File: src/sv/sbrd_pkg.sv
`timescale 1ns / 1ps

package sbrd_pkg;

	localparam logic [5:0] SymMask = 6'h3F;
	localparam logic [5:0] RunFlag = 6'h20;
	localparam logic [5:0] LenMask = 6'h1F;
	localparam int unsigned SymBits = 6;
	localparam logic [2:0] MaxHeld = 3'd4;

	typedef struct packed {
		logic [7:0] data_byte;
		logic       packed_region;
		logic       last_byte;
	} sbrd_in_t;

	typedef struct packed {
		logic [5:0] symbol_value;
		logic [5:0] repeat_count;
		logic       last_of_input;
		logic       stream_end;
		logic       truncated_error;
	} sbrd_out_t;

	typedef struct packed {
		logic       emit;
		logic [5:0] value;
		logic [5:0] count;
		logic [5:0] lit_next;
	} sbrd_sym_t;

	// A pending literal count wins over the run flag.
	function automatic sbrd_sym_t sbrd_take(input logic [5:0] sym, input logic [5:0] lit);
		sbrd_sym_t r;
		r.emit     = 1'b1;
		r.value    = '0;
		r.count    = 6'd1;
		r.lit_next = lit;
		if (lit != 6'd0) begin
			r.value    = sym & SymMask;
			r.lit_next = lit - 6'd1;
		end else if ((sym & RunFlag) != 6'd0) begin
			r.emit     = 1'b0;
			r.lit_next = (sym & LenMask) + 6'd1;
		end else begin
			r.count = (sym & LenMask) + 6'd1;
		end
		return r;
	endfunction

endpackage

File: src/sv/six_bit_run_decompressor_unit.sv
`timescale 1ns / 1ps

// Six-bit run decompressor.
// Input channel (in_valid/in_ready/in_data) takes one compressed word per
// handshake, tagged as packed or direct and marked on the final word of a stream.
// Output channel (out_valid/out_ready/out_data) returns value and repeat-count
// words; last_of_input closes the words caused by one input word, stream_end
// closes the stream and truncated_error flags missing literals at its end.
// A stream end that yields no symbol produces one marker word with count zero.
// The first result passes through the input register and then the output
// register before the receiver can take it. An input word yielding at most one
// result leaves the input register as its result, if any, is loaded, so such
// words flow at one per cycle while the receiver does not stall; a packed word
// that yields two results holds the input register until both are loaded,
// since the single output register takes one result per cycle.
// When the receiver stalls, the output register holds its word and the input
// register fills, after which in_ready drops. Reset empties both registers and
// clears the bit accumulator and the pending literal count; no clearing pass.
module six_bit_run_decompressor_unit (
	input  logic                clk,
	input  logic                arst_n,
	input  logic                in_valid,
	output logic                in_ready,
	input  sbrd_pkg::sbrd_in_t  in_data,
	output logic                out_valid,
	input  logic                out_ready,
	output sbrd_pkg::sbrd_out_t out_data
);
	import sbrd_pkg::*;

	logic       s1_valid_s1;
	sbrd_in_t   item_s1;
	logic       phase_q;
	logic [3:0] acc_q;
	logic [2:0] held_q;
	logic [5:0] lit_q;
	logic       out_valid_q;
	sbrd_out_t  out_q;

	logic [2:0]  held_c;
	logic [3:0]  acc_mask;
	logic [11:0] comb;
	logic        two_sym;
	logic [5:0]  sym0;
	logic [5:0]  sym1;
	sbrd_sym_t   t0;
	sbrd_sym_t   t1;
	logic        e1;
	logic [1:0]  n_res;
	logic [1:0]  n_eff;
	logic [5:0]  lit_fin;
	logic [3:0]  acc_next;
	logic [2:0]  held_next;
	sbrd_out_t   res0;
	sbrd_out_t   res1;
	sbrd_out_t   sel;
	logic        load_ok;
	logic        emit_now;
	logic        finish;

	always_comb begin
		held_c   = (held_q > MaxHeld) ? MaxHeld : held_q;
		acc_mask = 4'((5'd1 << held_c) - 5'd1);
		comb     = (12'(item_s1.data_byte) << held_c) | 12'(acc_q & acc_mask);
		two_sym  = item_s1.packed_region && (held_c == MaxHeld);
		sym0     = item_s1.packed_region ? comb[5:0] : item_s1.data_byte[5:0];
		sym1     = comb[11:6];
		t0       = sbrd_take(sym0, lit_q);
		t1       = sbrd_take(sym1, t0.lit_next);
		e1       = two_sym && t1.emit;
		n_res    = {1'b0, t0.emit} + {1'b0, e1};
		lit_fin  = two_sym ? t1.lit_next : t0.lit_next;
		n_eff    = (item_s1.last_byte && (n_res == 2'd0)) ? 2'd1 : n_res;

		if (!item_s1.packed_region || two_sym) begin
			acc_next  = '0;
			held_next = '0;
		end else begin
			acc_next  = comb[9:6];
			held_next = held_c + 3'd2;
		end

		res0 = '0;
		if (t0.emit) begin
			res0.symbol_value = t0.value;
			res0.repeat_count = t0.count;
		end else if (e1) begin
			res0.symbol_value = t1.value;
			res0.repeat_count = t1.count;
		end
		res1 = '0;
		res1.symbol_value = t1.value;
		res1.repeat_count = t1.count;

		sel = phase_q ? res1 : res0;
		if (phase_q || (n_eff == 2'd1)) begin
			sel.last_of_input   = 1'b1;
			sel.stream_end      = item_s1.last_byte;
			sel.truncated_error = item_s1.last_byte && (lit_fin != 6'd0);
		end

		load_ok  = !out_valid_q || out_ready;
		emit_now = s1_valid_s1 && (n_eff != 2'd0) && load_ok;
		finish   = s1_valid_s1 && ((n_eff == 2'd0) ||
			(load_ok && (phase_q || (n_eff == 2'd1))));
	end

	assign in_ready  = !s1_valid_s1 || finish;
	assign out_valid = out_valid_q;
	assign out_data  = out_q;

	always_ff @(posedge clk or negedge arst_n) begin
		if (!arst_n) begin
			s1_valid_s1 <= 1'b0;
			phase_q     <= 1'b0;
			acc_q       <= '0;
			held_q      <= '0;
			lit_q       <= '0;
			out_valid_q <= 1'b0;
		end else begin
			if (in_ready) begin
				s1_valid_s1 <= in_valid;
			end
			if (finish) begin
				phase_q <= 1'b0;
				if (item_s1.last_byte) begin
					acc_q  <= '0;
					held_q <= '0;
					lit_q  <= '0;
				end else begin
					acc_q  <= acc_next;
					held_q <= held_next;
					lit_q  <= lit_fin;
				end
			end else if (emit_now) begin
				phase_q <= 1'b1;
			end
			if (load_ok) begin
				out_valid_q <= emit_now;
			end
		end
	end

	always_ff @(posedge clk) begin
		if (in_ready) begin
			item_s1 <= in_data;
		end
		if (emit_now) begin
			out_q <= sel;
		end
	end

`ifndef SYNTHESIS
	a_phase_two: assert property (@(posedge clk) disable iff (!arst_n)
		phase_q |-> (s1_valid_s1 && (n_res == 2'd2)))
		else $error("second result pending without a two-result word");

	a_held_even: assert property (@(posedge clk) disable iff (!arst_n)
		(held_q == 3'd0) || (held_q == 3'd2) || (held_q == 3'd4))
		else $error("bit count left an unreachable value");

	a_end_closes: assert property (@(posedge clk) disable iff (!arst_n)
		(out_valid_q && out_q.stream_end) |-> out_q.last_of_input)
		else $error("stream end on a word that does not close its input");

	a_err_at_end: assert property (@(posedge clk) disable iff (!arst_n)
		(out_valid_q && out_q.truncated_error) |-> out_q.stream_end)
		else $error("truncation flagged before the stream end");

	a_end_clears: assert property (@(posedge clk) disable iff (!arst_n)
		(finish && item_s1.last_byte) |=> ((lit_q == 6'd0) && (held_q == 3'd0)))
		else $error("state not cleared after the last word");
`endif

endmodule
File: config.mk
export PLATFORM = sky130hd
export DESIGN_NAME = six_bit_run_decompressor_unit
export DESIGN_NICKNAME = d
export VERILOG_FILES = /design/src/sv/sbrd_pkg.sv /design/src/sv/six_bit_run_decompressor_unit.sv
export SDC_FILE = /design/constraint.sdc
export NUM_CORES = 1
export LEC_CHECK = 0
export BUFFER_PORTS_ARGS = -buffer_cell sky130_fd_sc_hd__clkbuf_2
export CAP_MARGIN = 30
export CORE_ASPECT_RATIO = 1.1
export CORE_UTILIZATION = 53
export CTS_CLUSTER_SIZE = 24
export DETAILED_ROUTE_END_ITERATION = 10
export MAX_ROUTING_LAYER = met4
export PLACE_DENSITY = 0.76
export SETUP_SLACK_MARGIN = 0.2
export SYNTH_ARGS = -nofsm -noshare
export SYNTH_HDL_FRONTEND = slang
export SYNTH_SLANG_ARGS = --single-unit
File: constraint.sdc
create_clock -name clk -period 5.51 [get_ports clk]
set_input_delay 1.102 -clock clk [delete_from_list [all_inputs] [get_ports clk]]
set_output_delay 1.102 -clock clk [all_outputs]
set_load 0.01 [all_outputs]
==> results.py <==
metrics = {
    "job": {
        "drv_cap": 0,
    },
    "floorplanning": {
        "dieWidth_um": 72.2,
        "initial_utilization_pct": 56.2,
        "ios": 31,
        "design.die.area_um2": 5710,
        "fp-row-count": 27,
        "core_area_um2": 5100,
        "fp.dieH_um": 79.2,
    },
    "clock_tree": {
        "clk_latency_ns": 0.30,
        "cts.sinks": 41,
        "tritoncts": "built",
        "cts_root_buf": "clkbuf_8",
        "cts_hold_buf": 0,
        "clk_pin_slew_worst_paths_ns": 0.08,
        "cts_buffers": 5,
        "htree_levels": 2,
        "clock_path_buffers": 2,
    },
    "place": {
        "dp_hpwl_um": 5200,
        "io_buffers": 30,
        "placed_cell_area_um2": 3130,
        "place_congestion": 0.920,
        "placed_cells": 394,
    },
    "detailed_routing": {
        "via_per_inst": 6.21,
        "wl_per_cell_um": 17.7,
        "drt_drc_violations_left": 0,
        "wirelength_um": 7500,
        "dr.pass1.iters": 5,
        "dr_wl_met3_um": 343,
        "dr.max_layer_used": "met4",
        "drt_iter0_drc": 223,
        "postRouteAntennaNets": 0,
        "m1WireLength_um": 3100,
        "via_count": 2628,
        "routed-wl-met2_um": 3800,
    },
    "final_layout": {
        "syn2layout_area_growth_pct": 25.3,
        "stdcell_count": 423,
        "diodes": 0,
        "layout.filler_cells": 373,
        "drive_gt1_share_pct": 34.5,
        "fin_area_um2": 3590,
        "final_nets": 372,
    },
    "timing": {
        "slew_violations": 0,
        "finalCritPeriodShare_pct": 94.8,
        "relSlewSlack_pct": 36.6,
        "fin_crit_ns": 5.22,
        "fin_skew_ns": 0.00898,
        "rsz0062_at_grt": "no",
        "max_freq_ghz": 0.192,
        "finalSetupViolCount": 0,
        "finalSetupTns_ns": 0,
        "hold_viol_final": 0,
        "tightest_slew_ns": 0.943,
        "whs_ns": 0.486,
    },
    "critical_path": {
        "cp_common_cell": "inv_2",
        "path_max_fanout": 7,
        "worstSetupStartpointType": "flop",
        "critPathLaunch": "lit_q[0]$_DFFE_PN0P_",
        "path_cells": "inv_2 -> ha_2 -> or4b_4 -> or2_4 -> nor4_4 -> a221oi_4 -> inv_2 -> ha_4 -> nor3b_4 -> nand3_2 -> o21a_1 -> inv_2 -> ha_4 -> a221o_1 -> and2_4 -> or2_4 -> buf_2",
        "r2r_cells": 19,
        "cp_data_arrival_time_ns": 4.12,
        "crit_path_end_kind": "output pin",
        "crit_type": "flop to output pin",
        "cpPeakStageDelay_ns": 0.49,
        "required_ns": 4.41,
        "timing.rr.start": "lit_q[0]$_DFFE_PN0P_",
        "slowest_stage": "or4b_4",
    },
    "power": {
        "irDropWorstVdd_v": 0.000337,
        "powerDensity_nw_per_um2": 709,
        "leakage_nw": 1.41,
        "fin_total_pwr_mw": 2.55,
    },
    "global_routing": {
        "grt_pass1_wl_um": 11300,
        "gr-usage-all-layers_pct": 26.7,
        "grt_max_degree": 21,
        "grt_antenna_before_repair": 0,
        "grt_pass1_vias": 2320,
        "grt.overflow.total": 0,
    },
    "run_status": {
        "outcome": "completed",
    },
    "synth": {
        "synth_edf_count": 25,
        "synth_warnings": 0,
        "netlist_instances": 294,
        "netlist_area_um2": 2870,
        "seq_area_frac_synth_pct": 40.1,
        "synth.distinct_cells": 71,
        "synth_seq_cells": 41,
        "synthesis.nets": 316,
        "async_reset_ff_share_pct": 39.0,
        "synth-main-ff-cell": "edfxtp_1",
        "syn_avg_cell_area_um2": 9.76,
    },
    "hold_path": {
        "min_path_cells": 2,
        "worstHoldStart": "acc_q[2]$_DFFE_PN0P_",
        "hold_path_class": "flop to flop",
    },
}
[worst max-delay path, delay by kind of cell, from the launching register on]
family | cells | cell delay (ns)
fa+ha+maj | 3 | 0.51
buf+inv | 4 | 0.41
flops | 1 | 0.39
simple gates | 7 | 1.87
compound gates | 3 | 0.66
[synthesized netlist by cell type, drive strengths merged (4+ instances only)]
master   n  area, µm²
edfxtp  25        751
nor2    22       82.6
inv     19       71.3
nand2   17       63.8
dfrtp   16        400
o21ai   13       65.1
nor3    10       50.1
o22ai   10       68.8
clkbuf   9       35.0
nand3    9       50.1
a21oi    8       40.0
ha       8        100
nand2b   8       50.1
xnor2    8       70.1
a211oi   7       57.6
mux2i    7       70.1
nor2b    7       43.8
or2      7       43.8
o31ai    6       50.1
a22o     5       43.8
and2     5       31.3
and3b    5       43.8
buf      5       37.5
mux2     4       45.0
nor4     4       46.3
nor4b    4       56.3
o211ai   4       30.0
or3      4       30.0
[layer usage]
metal | track usage [%] | vias up
li1 | - | 1225
met4 | 13.5 | 0
met5 | - | -
met1 | 32.9 | 1265
met2 | 42.8 | 118
met3 | 3.81 | 20
[cell families after synthesis]
family	Yosys count	share of synthesized area, %
multiplexers	12	4.80
adder cells (fa/ha/maj)	8	3.49
AND/OR/NAND/NOR	110	22.7
buffers and inverters	33	5.01
flip-flops	41	40.1
XOR/XNOR	9	2.75
AO/OA/AOI/OAI	81	21.1
[placed cells by master (no fill, tap or decap), drive strengths merged, types with 3 or more instances in the layout]
cell type,instances
o31ai,6
inv,19
nand2b,8
nand2,17
nand3,9
dfrtp,16
and2,5
and3b,5
nor3,10
o22ai,10
a21oi,8
buf,34
a211oi,7
edfxtp,25
o21a,3
mux2,4
o211ai,4
nor4b,4
nor2b,7
or2,7
a221oi,3
nor4,4
mux2i,7
xnor2,8
ha,8
clkbuf,37
a22o,5
or3,4
a31oi,3
nor2,22
o21ai,13
[area by class of cell]
| class | count | area, µm² | area share (%) |
|---|---|---|---|
| inverter | 19 | 71.3 | 1.98 |
| multi-input combinational | 220 | 1770 | 49.2 |
| timing repair buffer | 63 | 398 | 11.1 |
| tap | 72 | 90.1 | 2.51 |
| clock buffer | 8 | 111 | 3.10 |
| sequential | 41 | 1150 | 32.1 |
[metrics by stage]
| stage | util [%] | worst slack (ns) |
|---|---|---|
| final | 70.4 | 0.289 |
| after global routing | 70.4 | 0.155 |
| after CTS | 67.2 | 0.213 |
| after detailed placement | 61.4 | 0.150 |
| after global placement | 61.4 | 0.267 |
| after floorplan | - | 0.338 |
[path summary, 6_finish.rpt]
| check | slack [ns] | to |
|---|---|---|
| min in group asynchronous | 0.72 | lit_q[3]$_DFFE_PN0P_ |
| worst max register to register | 1.20 | held_q[1]$_DFFE_PN0P_ |
| worst min register to register | 0.49 | acc_q[2]$_DFFE_PN0P_ |
| worst min-delay path | 0.49 | acc_q[2]$_DFFE_PN0P_ |
| max in group asynchronous | 4.47 | held_q[2]$_DFFE_PN0P_ |
| worst max-delay path | 0.29 | in_ready |
[sequential cells by signal, summed over array words and instances (netlist names)]
signal,flops
acc_q,4
held_q,3
item_s1,10
lit_q,6
out_data,15
out_valid,1
phase_q,1
s1_valid_s1,1
[repair_timing]
action                     in CTS  in global routing
hold endpoints to repair        0                  0
gates resized for setup        20                 21
setup endpoints to repair       1                  1
pin swaps                       5                  8
setup buffers                  12                  9
[where the power goes]
group | leakage [nW] | switching [mW] | total (mW) | internal (mW)
sequential | 0.452 | 0.101 | 0.602 | 0.501
combinational | 0.901 | 0.972 | 1.72 | 0.743
clock | 0.0566 | 0.101 | 0.230 | 0.129
total | 1.41 | 1.17 | 2.55 | 1.37
Power figures use the tool's default switching activity.
